`src/hw/rtl/oaids_pkg.sv`:
```
// Shared constants and types for the ordered array block.
`default_nettype none
package oaids_pkg;
  localparam int CAPACITY = 64;
  localparam int IDX_W = $clog2(CAPACITY);
  localparam int CNT_W = $clog2(CAPACITY + 1);
  localparam int DATA_W = 32;

  localparam logic [2:0] OP_APPEND = 3'd0;
  localparam logic [2:0] OP_INSERT = 3'd1;
  localparam logic [2:0] OP_DEL_IDX = 3'd2;
  localparam logic [2:0] OP_DEL_VAL = 3'd3;
  localparam logic [2:0] OP_SORT_UP = 3'd4;
  localparam logic [2:0] OP_SORT_DN = 3'd5;

  localparam logic [1:0] ST_OK = 2'd0;
  localparam logic [1:0] ST_FULL = 2'd1;
  localparam logic [1:0] ST_RANGE = 2'd2;

  typedef enum logic [3:0] {
    S_IDLE,
    S_INS_MV,
    S_INS_PUT,
    S_DEL_MV,
    S_DV_CHK,
    S_SI_LD,
    S_SJ,
    S_SI_WB,
    S_OUT_RD,
    S_OUT_LD,
    S_OUT_HOLD
  } state_t;

  typedef struct packed {
    logic                  we;
    logic [IDX_W-1:0]      waddr;
    logic [DATA_W-1:0]     wdata;
    logic                  re;
    logic [IDX_W-1:0]      raddr;
  } mem_ctrl_t;
endpackage
`default_nettype wire

```
`src/hw/rtl/oaids_ram.sv`:
```
// Element store: one write port, one registered read port.
`default_nettype none
module oaids_ram #(
  parameter int DEPTH = 64,
  parameter int WIDTH = 32
) (
  input  wire logic                     clk,
  input  wire logic                     we,
  input  wire logic [$clog2(DEPTH)-1:0] waddr,
  input  wire logic [WIDTH-1:0]         wdata,
  input  wire logic                     re,
  input  wire logic [$clog2(DEPTH)-1:0] raddr,
  output logic      [WIDTH-1:0]         rdata
);
  logic [WIDTH-1:0] mem [DEPTH];

  always_ff @(posedge clk) begin
    if (we) begin
      mem[waddr] <= wdata;
    end
    if (re) begin
      rdata <= mem[raddr];
    end
  end
endmodule
`default_nettype wire

```
`src/hw/rtl/ordered_array_insert_delete_sort.sv`:
```
// Top level: sequencer for insert, delete, exchange sort and readout of the array.
// One request is taken at a time. Append writes straight from idle, insert at an index
// moves each later element up one slot and then writes the value, delete at an index
// moves each later element down one slot, delete value checks every element in turn,
// and a sort does one compare-swap per cycle on the single read port. Readout then
// steps each element through S_OUT_RD, S_OUT_LD and S_OUT_HOLD and its output stalls.
`default_nettype none
module ordered_array_insert_delete_sort (
  input  wire logic        clk,
  input  wire logic        rst,
  input  wire logic        in_valid,
  output logic             in_ready,
  input  wire logic [2:0]  op,
  input  wire logic [6:0]  position_in,
  input  wire logic signed [31:0] operand_value,
  output logic             out_valid,
  input  wire logic        out_ready,
  output logic [5:0]       slot,
  output logic signed [31:0] element,
  output logic             has_element,
  output logic [6:0]       fill_count,
  output logic [1:0]       status,
  output logic [6:0]       removed_count,
  output logic             last
);
  localparam int CW = oaids_pkg::CNT_W;
  localparam int IW = oaids_pkg::IDX_W;

  oaids_pkg::state_t state, state_next;
  oaids_pkg::mem_ctrl_t mc;
  logic [CW-1:0] cnt, r, k, j, pos_q, removed_q;
  logic [1:0] status_q;
  logic desc;
  logic signed [31:0] a, val_q, rd;
  logic last_q;
  logic [CW-1:0] cnt_m1, cnt_m2, r_p1, r_m1, j_p1, pos_p1;
  logic full, swap, keep;

  assign cnt_m1 = cnt - CW'(1);
  assign cnt_m2 = cnt - CW'(2);
  assign r_p1 = r + CW'(1);
  assign r_m1 = r - CW'(1);
  assign j_p1 = j + CW'(1);
  assign pos_p1 = position_in + CW'(1);
  assign full = (cnt == CW'(oaids_pkg::CAPACITY));
  assign swap = desc ? (a < rd) : (a > rd);
  assign keep = (rd != val_q);

  oaids_ram #(.DEPTH(oaids_pkg::CAPACITY), .WIDTH(oaids_pkg::DATA_W)) u_ram (
    .clk(clk), .we(mc.we), .waddr(mc.waddr), .wdata(mc.wdata),
    .re(mc.re), .raddr(mc.raddr), .rdata(rd)
  );

  always_comb begin
    state_next = state;
    unique case (state)
      oaids_pkg::S_IDLE: begin
        if (in_valid) begin
          unique case (op)
            oaids_pkg::OP_INSERT: begin
              state_next = (full || position_in >= cnt) ? oaids_pkg::S_OUT_RD
                                                         : oaids_pkg::S_INS_MV;
            end
            oaids_pkg::OP_DEL_IDX: begin
              state_next = (position_in >= cnt_m1 || cnt == '0) ? oaids_pkg::S_OUT_RD
                                                                 : oaids_pkg::S_DEL_MV;
            end
            oaids_pkg::OP_DEL_VAL: begin
              state_next = (cnt == '0) ? oaids_pkg::S_OUT_RD : oaids_pkg::S_DV_CHK;
            end
            oaids_pkg::OP_SORT_UP, oaids_pkg::OP_SORT_DN: begin
              state_next = (cnt < CW'(2)) ? oaids_pkg::S_OUT_RD : oaids_pkg::S_SI_LD;
            end
            default: state_next = oaids_pkg::S_OUT_RD;
          endcase
        end
      end
      oaids_pkg::S_INS_MV: if (r == pos_q) state_next = oaids_pkg::S_INS_PUT;
      oaids_pkg::S_INS_PUT: state_next = oaids_pkg::S_OUT_RD;
      oaids_pkg::S_DEL_MV: if (r == cnt_m1) state_next = oaids_pkg::S_OUT_RD;
      oaids_pkg::S_DV_CHK: if (r == cnt_m1) state_next = oaids_pkg::S_OUT_RD;
      oaids_pkg::S_SI_LD: state_next = oaids_pkg::S_SJ;
      oaids_pkg::S_SJ: if (j == cnt_m1) state_next = oaids_pkg::S_SI_WB;
      oaids_pkg::S_SI_WB: begin
        state_next = (r == cnt_m2) ? oaids_pkg::S_OUT_RD : oaids_pkg::S_SI_LD;
      end
      oaids_pkg::S_OUT_RD: state_next = oaids_pkg::S_OUT_LD;
      oaids_pkg::S_OUT_LD: state_next = oaids_pkg::S_OUT_HOLD;
      oaids_pkg::S_OUT_HOLD: begin
        if (out_ready) state_next = last_q ? oaids_pkg::S_IDLE : oaids_pkg::S_OUT_RD;
      end
      default: state_next = oaids_pkg::S_IDLE;
    endcase
  end

  always_comb begin
    mc = '0;
    in_ready = (state == oaids_pkg::S_IDLE);
    out_valid = (state == oaids_pkg::S_OUT_HOLD);
    unique case (state)
      oaids_pkg::S_IDLE: begin
        mc.re = 1'b1;
        mc.raddr = (op == oaids_pkg::OP_INSERT) ? cnt_m1[IW-1:0] :
                   (op == oaids_pkg::OP_DEL_IDX) ? pos_p1[IW-1:0] : '0;
        mc.we = in_valid && !full &&
                (op == oaids_pkg::OP_APPEND ||
                 (op == oaids_pkg::OP_INSERT && position_in == cnt));
        mc.waddr = cnt[IW-1:0];
        mc.wdata = operand_value;
      end
      oaids_pkg::S_INS_MV: begin
        mc.we = 1'b1;
        mc.waddr = r_p1[IW-1:0];
        mc.wdata = rd;
        mc.re = 1'b1;
        mc.raddr = r_m1[IW-1:0];
      end
      oaids_pkg::S_INS_PUT: begin
        mc.we = 1'b1;
        mc.waddr = pos_q[IW-1:0];
        mc.wdata = val_q;
      end
      oaids_pkg::S_DEL_MV: begin
        mc.we = 1'b1;
        mc.waddr = r_m1[IW-1:0];
        mc.wdata = rd;
        mc.re = 1'b1;
        mc.raddr = r_p1[IW-1:0];
      end
      oaids_pkg::S_DV_CHK: begin
        mc.we = keep;
        mc.waddr = k[IW-1:0];
        mc.wdata = rd;
        mc.re = 1'b1;
        mc.raddr = r_p1[IW-1:0];
      end
      oaids_pkg::S_SI_LD: begin
        mc.re = 1'b1;
        mc.raddr = r_p1[IW-1:0];
      end
      oaids_pkg::S_SJ: begin
        mc.we = swap;
        mc.waddr = j[IW-1:0];
        mc.wdata = a;
        mc.re = 1'b1;
        mc.raddr = j_p1[IW-1:0];
      end
      oaids_pkg::S_SI_WB: begin
        mc.we = 1'b1;
        mc.waddr = r[IW-1:0];
        mc.wdata = a;
        mc.re = 1'b1;
        mc.raddr = r_p1[IW-1:0];
      end
      oaids_pkg::S_OUT_RD: begin
        mc.re = 1'b1;
        mc.raddr = r[IW-1:0];
      end
      default: mc = '0;
    endcase
  end

  always_ff @(posedge clk) begin
    if (rst) begin
      state <= oaids_pkg::S_IDLE;
      cnt <= '0;
    end else begin
      state <= state_next;
      unique case (state)
        oaids_pkg::S_IDLE: begin
          if (in_valid) begin
            pos_q <= position_in;
            val_q <= operand_value;
            status_q <= oaids_pkg::ST_OK;
            removed_q <= '0;
            r <= '0;
            k <= '0;
            desc <= (op == oaids_pkg::OP_SORT_DN);
            unique case (op)
              oaids_pkg::OP_APPEND: begin
                if (full) status_q <= oaids_pkg::ST_FULL;
                else cnt <= cnt + CW'(1);
              end
              oaids_pkg::OP_INSERT: begin
                if (full) status_q <= oaids_pkg::ST_FULL;
                else if (position_in > cnt) status_q <= oaids_pkg::ST_RANGE;
                else if (position_in == cnt) cnt <= cnt + CW'(1);
                else r <= cnt_m1;
              end
              oaids_pkg::OP_DEL_IDX: begin
                if (position_in >= cnt) status_q <= oaids_pkg::ST_RANGE;
                else if (position_in == cnt_m1) cnt <= cnt_m1;
                else r <= pos_p1;
              end
              default: ;
            endcase
          end
        end
        oaids_pkg::S_INS_MV: if (r != pos_q) r <= r_m1;
        oaids_pkg::S_INS_PUT: begin
          cnt <= cnt + CW'(1);
          r <= '0;
        end
        oaids_pkg::S_DEL_MV: begin
          if (r == cnt_m1) begin
            cnt <= cnt_m1;
            r <= '0;
          end else begin
            r <= r_p1;
          end
        end
        oaids_pkg::S_DV_CHK: begin
          if (keep) k <= k + CW'(1);
          else removed_q <= removed_q + CW'(1);
          if (r == cnt_m1) begin
            cnt <= keep ? k + CW'(1) : k;
            r <= '0;
          end else begin
            r <= r_p1;
          end
        end
        oaids_pkg::S_SI_LD: begin
          a <= rd;
          j <= r_p1;
        end
        oaids_pkg::S_SJ: begin
          if (swap) a <= rd;
          if (j != cnt_m1) j <= j_p1;
        end
        oaids_pkg::S_SI_WB: r <= (r == cnt_m2) ? '0 : r_p1;
        oaids_pkg::S_OUT_LD: begin
          slot <= r[IW-1:0];
          element <= (cnt == '0) ? '0 : rd;
          has_element <= (cnt != '0);
          last_q <= (cnt == '0) || (r == cnt_m1);
        end
        oaids_pkg::S_OUT_HOLD: if (out_ready && !last_q) r <= r_p1;
        default: ;
      endcase
    end
  end

  assign fill_count = cnt;
  assign status = status_q;
  assign removed_count = removed_q;
  assign last = last_q;

  a_count_range: assert property (@(posedge clk) disable iff (rst)
    cnt <= CW'(oaids_pkg::CAPACITY)) else $error("count past capacity");
  a_one_side: assert property (@(posedge clk) disable iff (rst)
    !(in_ready && out_valid)) else $error("input and output open together");
  a_empty_last: assert property (@(posedge clk) disable iff (rst)
    out_valid && !has_element |-> last && fill_count == '0) else $error("bad empty word");
  a_back_idle: assert property (@(posedge clk) disable iff (rst)
    out_valid && out_ready && last |=> in_ready) else $error("no return to idle");
endmodule
`default_nettype wire
```
`config.mk`:
```
export PLATFORM = sky130hd
export DESIGN_NAME = ordered_array_insert_delete_sort
export DESIGN_NICKNAME = d
export VERILOG_FILES = /design/src/hw/rtl/oaids_pkg.sv /design/src/hw/rtl/oaids_ram.sv /design/src/hw/rtl/ordered_array_insert_delete_sort.sv
export SDC_FILE = /design/constraint.sdc
export NUM_CORES = 2
export LEC_CHECK = 0
export BUFFER_PORTS_ARGS = -buffer_cell sky130_fd_sc_hd__buf_2
export CAP_MARGIN = 20
export CELL_PAD_IN_SITES_DETAIL_PLACEMENT = 1
export CELL_PAD_IN_SITES_GLOBAL_PLACEMENT = 1
export CORE_ASPECT_RATIO = 1.5
export CORE_UTILIZATION = 54
export DETAILED_ROUTE_END_ITERATION = 8
export PLACE_DENSITY = 0.78
export SLEW_MARGIN = 25
export SYNTH_ARGS = -nofsm -noshare
export SYNTH_HDL_FRONTEND = slang
export SYNTH_SLANG_ARGS = --single-unit
```
`constraint.sdc`:
```
create_clock -name clk -period 8.6 [get_ports clk]
set_clock_uncertainty 0.2 [all_clocks]
set_input_delay 1.72 -clock clk [delete_from_list [all_inputs] [get_ports clk]]
set_output_delay 1.72 -clock clk [all_outputs]
set_load 0.01 [all_outputs]
```
# --- Word level (Yosys, flattened, before mapping) ---
# Memories as Yosys holds them, arrays and structs flattened. A register that Yosys moved wholly into a read port is not among the register bits.
# Cells that the tools add are included.
# W data, S select, Z words.
word_totals:
  ff_bits: 153
  latch_bits: 0
  mem_bits_rw: 2048
  rom_bits: 0
  input_bits: 46
  output_inout_bits: 58
  wordCells: 163
  n_memories: 1
memory_table:
  columns: ["memory", "words", "word_bits", "read_ports", "rd_clocked_by_memory_dff", "write_ports", "line_no", "source"]
  rows:
  - ["u_ram.mem", 64, 32, 1, 1, 1, "oaids_ram.sv:15", "logic [WIDTH-1:0] mem [DEPTH];"]
op_classes:
  add_sub_neg: 9
  multipliers: 0
  div_mod_pow: 0
  n_lt_le_gt_ge: 6
  n_eq_ne: 44
  shifts: 0
  muxes: 57
  bitwise_logic: 1
  reduce_logical: 30
op_table:
  columns: ["op", "n"]
  rows:
  - ["$pmux W39 S7", 1]
  - ["$mux W7", 23]
  - ["$pmux W32 S2", 1]
  - ["$pmux W7 S2", 4]
  - ["$mux W4", 11]
  - ["$add A7 B1 Y7 const B", 6]
  - ["$eq A7 B7 Y1", 6]
  - ["$pmux W7 S6", 1]
  - ["$pmux W4 S10", 1]
  - ["$pmux W7 S5", 1]
  - ["$gt A32 B32 Y1", 1]
  - ["$lt A32 B32 Y1", 1]
  - ["$mux W32", 1]
  - ["$ne A32 B32 Y1", 1]
  - ["$pmux W7 S4", 1]
  - ["$pmux W7 S3", 1]
  - ["$ne A2 B2 Y1 const B", 9]
  - ["$eq A4 B3 Y1 const B", 4]
  - ["$pmux W4 S4", 1]
  - ["$ge A7 B7 Y1", 2]
  - ["$ne A7 B7 Y1", 2]
  - ["$sub A7 B1 Y7 const B", 2]
  - ["$eq A4 B4 Y1 const B", 3]
  - ["$mux W6", 2]
  - ["34 further kinds", 61]

# --- Longest topological paths before layout ---
depth:
  word_depth: 7
  ltp_mapped: 17
  mapped_depth_nobuf: 13

# --- Hierarchy ---
# Synthesis repeated with hierarchy kept, for this count alone.
unflattened:
  hier_cells: 4533
  hier_area_um2: 89383.2
modules_own_cells:
  columns: ["module", "instances", "cells_per_inst", "area_each_um2", "seq_area_each_um2"]
  rows:
  - ["oaids_ram", 1, 3511, 79359.9, 62459.9]
  - ["ordered_array_insert_delete_sort", 1, 1022, 10023.4, 4484.3]

# --- Least setup slack after synthesis ---
# No wires, ideal clock.
synth_path:
  path_kind: "in2reg"
  from: "input port position_in[0]"
  to: "memory u_ram.mem[53][0] (enable)"
  setup_time_ns: 0.502
  arrival_time_ns: 6.293
  required_time_ns: 7.898
  path_slack_ns: 1.605
  cell_stages: 10
  n_path_buf: 1
  cell_sequence: "inv_1 ha_1 and4b_1 nand4_1 a21oi_1 nand2_1 o21ai_0 a311oi_1 clkbuf_1 nor4_1"
synth_between:
  elab_chain_cells: 7
synth_lines:
  columns: ["element", "line_no", "source"]
  rows:
  - ["start, declared", "ordered_array_insert_delete_sort.sv:14", "input wire logic [6:0] position_in,"]
  - ["$eq A7 B7 Y1", "ordered_array_insert_delete_sort.sv:107", "(op == oaids_pkg::OP_INSERT && position_in == cnt));"]
  - ["$logic_and A1 B1 Y1", "ordered_array_insert_delete_sort.sv:107", null]
  - ["$logic_or A1 B1 Y1", "ordered_array_insert_delete_sort.sv:106", "(op == oaids_pkg::OP_APPEND ||"]
  - ["$logic_and A1 B1 Y1", "ordered_array_insert_delete_sort.sv:105", "mc.we = in_valid && !full &&"]
  - ["$pmux W39 S7", "ordered_array_insert_delete_sort.sv:100", "unique case (state)"]
  - ["$mux W1", "oaids_ram.sv:18", "if (we) begin"]
  - ["$mux W1 (not written as such)", "oaids_ram.sv:19", "mem[waddr] <= wdata;"]
  - ["end, declared", "oaids_ram.sv:15", null]
# Every way passes these cells.

# --- Worst setup path after layout ---
layout_path:
  from: "register r[0]"
  to: "register u_ram.rdata[20], read port of u_ram.mem (data pin)"
layout_between:
  elab_chain_cells: 2
  elab_cells_between_ends: 3
  cone_classes: "add/sub: 2; mux: 1"
layout_lines:
  columns: ["element", "line_no", "source"]
  rows:
  - ["start, declared", "ordered_array_insert_delete_sort.sv:31", "logic [CW-1:0] cnt, r, k, j, pos_q, removed_q;"]
  - ["start signal, assigned", "ordered_array_insert_delete_sort.sv:188", "else r <= cnt_m1;"]
  - ["start signal, assigned", "ordered_array_insert_delete_sort.sv:193", "else r <= pos_p1;"]
  - ["start signal, assigned", "ordered_array_insert_delete_sort.sv:199", "oaids_pkg::S_INS_MV: if (r != pos_q) r <= r_m1;"]
  - ["$add A7 B1 Y7 or $sub A7 B1 Y7 (tied branches)", "ordered_array_insert_delete_sort.sv:41, ordered_array_insert_delete_sort.sv:42", null]
  - ["$pmux W7 S5 (*)", "ordered_array_insert_delete_sort.sv:100", null]
  - ["end, declared", "oaids_ram.sv:13", "output logic [WIDTH-1:0] rdata"]
# Every way passes the cells marked *; elsewhere a longest branch is shown, timed or not.
# A chain may end at the register's enable or synchronous reset.

==> results.py <==
metrics = {
    "outcome": {
        "status": "complete, no violations",
    },
    "sta": {
        "drv_slew": 0,
        "fin_crit_sh_pct": 74.2,
        "slew_headroom_pct": 17.1,
        "finalHoldViolCount": 0,
        "finalSetupViolCount": 0,
        "timing.fmax_mhz": 157,
        "period_needed_ns": 6.38,
        "tightest_slew_ns": 1.24,
        "setup_tns_ns": 0,
        "rsz0062_at_grt": "no",
    },
    "yosys": {
        "synth_cell_types": 98,
        "yosys.area.top_type": "edfxtp_1",
        "synthAdderAreaFrac_pct": 0.798,
        "synth_top_family_by_area": "simple AND/OR/NAND/NOR gates",
        "synth_xor_area_share_pct": 0.968,
        "async_flop_share_pct": 0,
        "synthMuxAreaShare_pct": 8.14,
        "syn_inst": 5604,
        "synth_compound_area_share_pct": 5.26,
        "synth_edf_count": 2222,
        "synth-main-ff-cell": "edfxtp_1",
        "netlist_area_mm2": 0.0906,
        "yosysWarnings": 0,
        "synth_area_per_cell_um2": 16.2,
        "ys_top_cells_by_area": "edfxtp_1, mux4_2, nand2_1, nand3_1, mux2i_1",
        "yosys.area_share.simple_pct": 8.86,
        "synth_top_area_share_pct": 73.7,
        "seq_area_frac_synth_pct": 73.9,
        "syn_nets": 5707,
        "synth-seq-cells": 2233,
    },
    "floorplan": {
        "die_y_um": 504,
        "dieArea_mm2": 0.169,
        "fp.coreArea_mm2": 0.166,
        "pin_count": 104,
        "start_util_pct": 54.5,
        "num_rows": 183,
        "die_w_um": 336,
    },
    "cells_and_area": {
        "nets": 5845,
        "fill_cells": 14772,
        "drive_gt1_share_pct": 17.5,
        "fin_util_pct": 61.0,
        "area_growth_pct": 11.9,
        "final_cell_count_no_fill": 8135,
    },
    "drt": {
        "via_per_inst": 6.90,
        "via_count": 56137,
        "dr.pass1.iters": 8,
        "drt_iter0_drc": 7244,
        "wl_um": 304000,
        "drc_errors": 0,
        "ant_nets": 0,
        "wire_per_inst_um": 37.3,
    },
    "clocking": {
        "cts_hold_buf": 0,
        "cts_setup_buffers": 0,
        "cts_resized": 0,
        "cts.sinks": 2233,
        "clock_path_buffers": 3,
        "path_clk_slew_ns": 0.08,
        "numCtsBuffers": 193,
        "cts_root_buf": "clkbuf_16",
        "tritoncts": "done",
        "cts.htree.levels": 4,
        "worstSkewPairLatency_ns": 0.85,
    },
    "global_routing": {
        "gr-total-overflow": 0,
        "grt_util_all_layers_pct": 35.7,
        "grt_pass1_wl_um": 422000,
        "antenna_found_initial": 14,
        "use_met1_pct": 40.7,
        "met2_usage_pct": 58.4,
        "grt_use_met3_pct": 7.24,
        "grt_pass1_vias": 57863,
        "grt_max_degree": 173,
        "top_usage_layer": "met2",
    },
    "critical_path": {
        "cp-startpoint": "r[0]$_DFFE_PP_",
        "reg2regPathDepth": 13,
        "arrival_ns": 6.84,
        "endpoint_kind": "flip-flop",
        "startpoint_type": "flip-flop",
        "r2r-start": "r[0]$_DFFE_PP_",
        "path_class": "reg -> reg",
        "ff2ff_setup_slack_ns": 2.22,
        "worstPathRequired_ns": 9.06,
        "r2r_end": "u_ram.rdata[20]$_DFFE_PN_",
        "crit_end": "u_ram.rdata[20]$_DFFE_PN_",
        "path_max_fanout": 105,
    },
    "power_and_ir_drop": {
        "vdd_drop_max_uv": 380,
        "p_leak_nw": 33.0,
        "p_per_area_mw_per_mm2": 439,
    },
    "placement": {
        "portBuffers": 103,
        "placedCellCount": 7763,
        "place_congestion": 1.02,
        "post-dp-hpwl_um": 183000,
    },
    "job": {
        "drv_cap": 0,
    },
    "worst_hold_path": {
        "hold_class": "reg -> reg",
    },
}
==> state kept, by name, summed over array words and instances (netlist names) <==
register       count
r                  7
a                 32
desc               1
u_ram.mem       2048
last               1
fill_count         7
element           32
u_ram.rdata       32
slot               6
status             2
j                  7
state              4
k                  7
has_element        1
val_q             32
pos_q              7
removed_count      7
==> critical path, stage by stage (launching register included) <==
cell and delay (ns):
edfxtp_1 0.33, buf_4 0.31, inv_1 0.15, ha_1 0.44, or3b_1 0.38, a221oi_1 0.85
a221o_4 0.68, buf_4 0.36, buf_12 0.39, nand2_1 0.13, a32o_1 0.31, a221oi_1 0.65
o221ai_1 0.41, nor3_1 0.24
==> cell usage after synthesis, types with 10 or more instances <==
cell / number
ha_1: 57
xnor2_1: 43
o21ai_0: 130
mux2i_1: 108
buf_6: 13
nor2_1: 89
o211ai_1: 18
a221oi_1: 27
a32oi_1: 50
a211oi_1: 14
a32o_1: 18
dfxtp_1: 11
nand4_1: 17
and3_1: 131
clkbuf_1: 175
edfxtp_1: 2222
nor4_1: 56
buf_1: 32
a21o_1: 17
a222oi_1: 32
buf_2: 123
nand3_1: 358
nor2b_1: 10
inv_1: 50
o32ai_1: 22
xor2_1: 52
o22ai_1: 12
nor3_1: 104
a22oi_1: 35
buf_4: 18
o221ai_1: 22
mux4_2: 279
a31oi_1: 90
a21oi_1: 115
or3_1: 13
or4b_1: 10
nand2_1: 889
nand2b_1: 12
==> cell usage in the layout (no fill, tap or decap), drive strengths merged, types with 8 or more instances in the layout <==
cell type,n
edfxtp,2222
nand2,890
nand3,359
buf,304
mux4,279
clkbuf,230
o21ai,133
and3,131
a21oi,119
mux2i,108
nor3,105
a31oi,91
nor2,91
clkinv,83
inv,62
ha,57
nor4,57
xor2,52
a32oi,50
xnor2,43
a22oi,35
a222oi,32
a221oi,28
bufinv,25
o221ai,23
o32ai,23
o211ai,19
a211oi,19
a32o,18
a21o,17
nand4,17
or3,13
clkinvlp,13
nand2b,12
o22ai,12
dfxtp,11
nor2b,10
or4b,10
or2,8
==> stage by stage <==
stage	worst slack (ns)	hold slack, ns	area (um2)	total power, W
finish	2.22	0.414	101000	0.0445
floorplan	1.61	0.221	90600	0.0267
CTS	2.28	0.402	101000	0.0438
detailed placement	1.95	0.387	94800	0.0348
global placement	1.21	0.383	94700	0.0340
global route	2.29	0.415	101000	0.0452
==> cell families (layout without fill, tap and decap cells) <==
group                    after synthesis  after routing
XOR/XNOR                              97             97
AO/OA/AOI/OAI                        672            672
other                                  0              7
adder cells (fa/ha/maj)               58             58
multiplexers                         388            388
buffers and inverters                413            717
flip-flops                          2233           2233
AND/OR/NAND/NOR                     1743           1743
==> per-layer routing <==
metal	vias up	wire length, um	share of wire (%)
met2	3817	148000	49
met4	8	28200	9.3
met5	-	50	0.016
met1	29016	99600	33
li1	22291	-	-
met3	1005	27900	9.2
==> layout make-up <==
type / count / area, um2 / area share (%)
Clock inverter: 131 / 1350 / 1.33
Sequential cell: 2233 / 66900 / 66.1
Inverter: 52 / 195 / 0.193
Timing Repair Buffer: 304 / 2250 / 2.22
Tap cell: 2220 / 2780 / 2.74
Antenna cell: 7 / 17.5 / 0.0173
Multi-Input combinational cell: 2958 / 22700 / 22.4
Clock buffer: 230 / 5050 / 4.99
==> how the worst min path moves through the flow <==
stage | startpoint | slack, ns | endpoint | cells past startpoint
3_3_place_gp | u_ram.rdata[25]$_DFFE_PN_ | 0.38 | a[25]$_DFFE_PP_ | 0
6_report | u_ram.rdata[25]$_DFFE_PN_ | 0.41 | a[25]$_DFFE_PP_ | 0
4_1_cts | u_ram.rdata[17]$_DFFE_PN_ | 0.40 | a[17]$_DFFE_PP_ | 0
3_5_place_dp | u_ram.rdata[17]$_DFFE_PN_ | 0.39 | a[17]$_DFFE_PP_ | 0
2_1_floorplan | r[3]$_DFFE_PP_ | 0.22 | slot[3]$_DFFE_PP_ | 0
5_1_grt | u_ram.rdata[17]$_DFFE_PN_ | 0.42 | a[17]$_DFFE_PP_ | 0
==> power breakdown <==
group	switching, W	leakage (nW)	internal [W]
sequential	0.000517	20.3	0.0151
combinational	0.0144	9.60	0.00542
clock	0.00406	3.11	0.00496
total	0.0190	33.0	0.0255
Power figures use the tool's default switching activity.
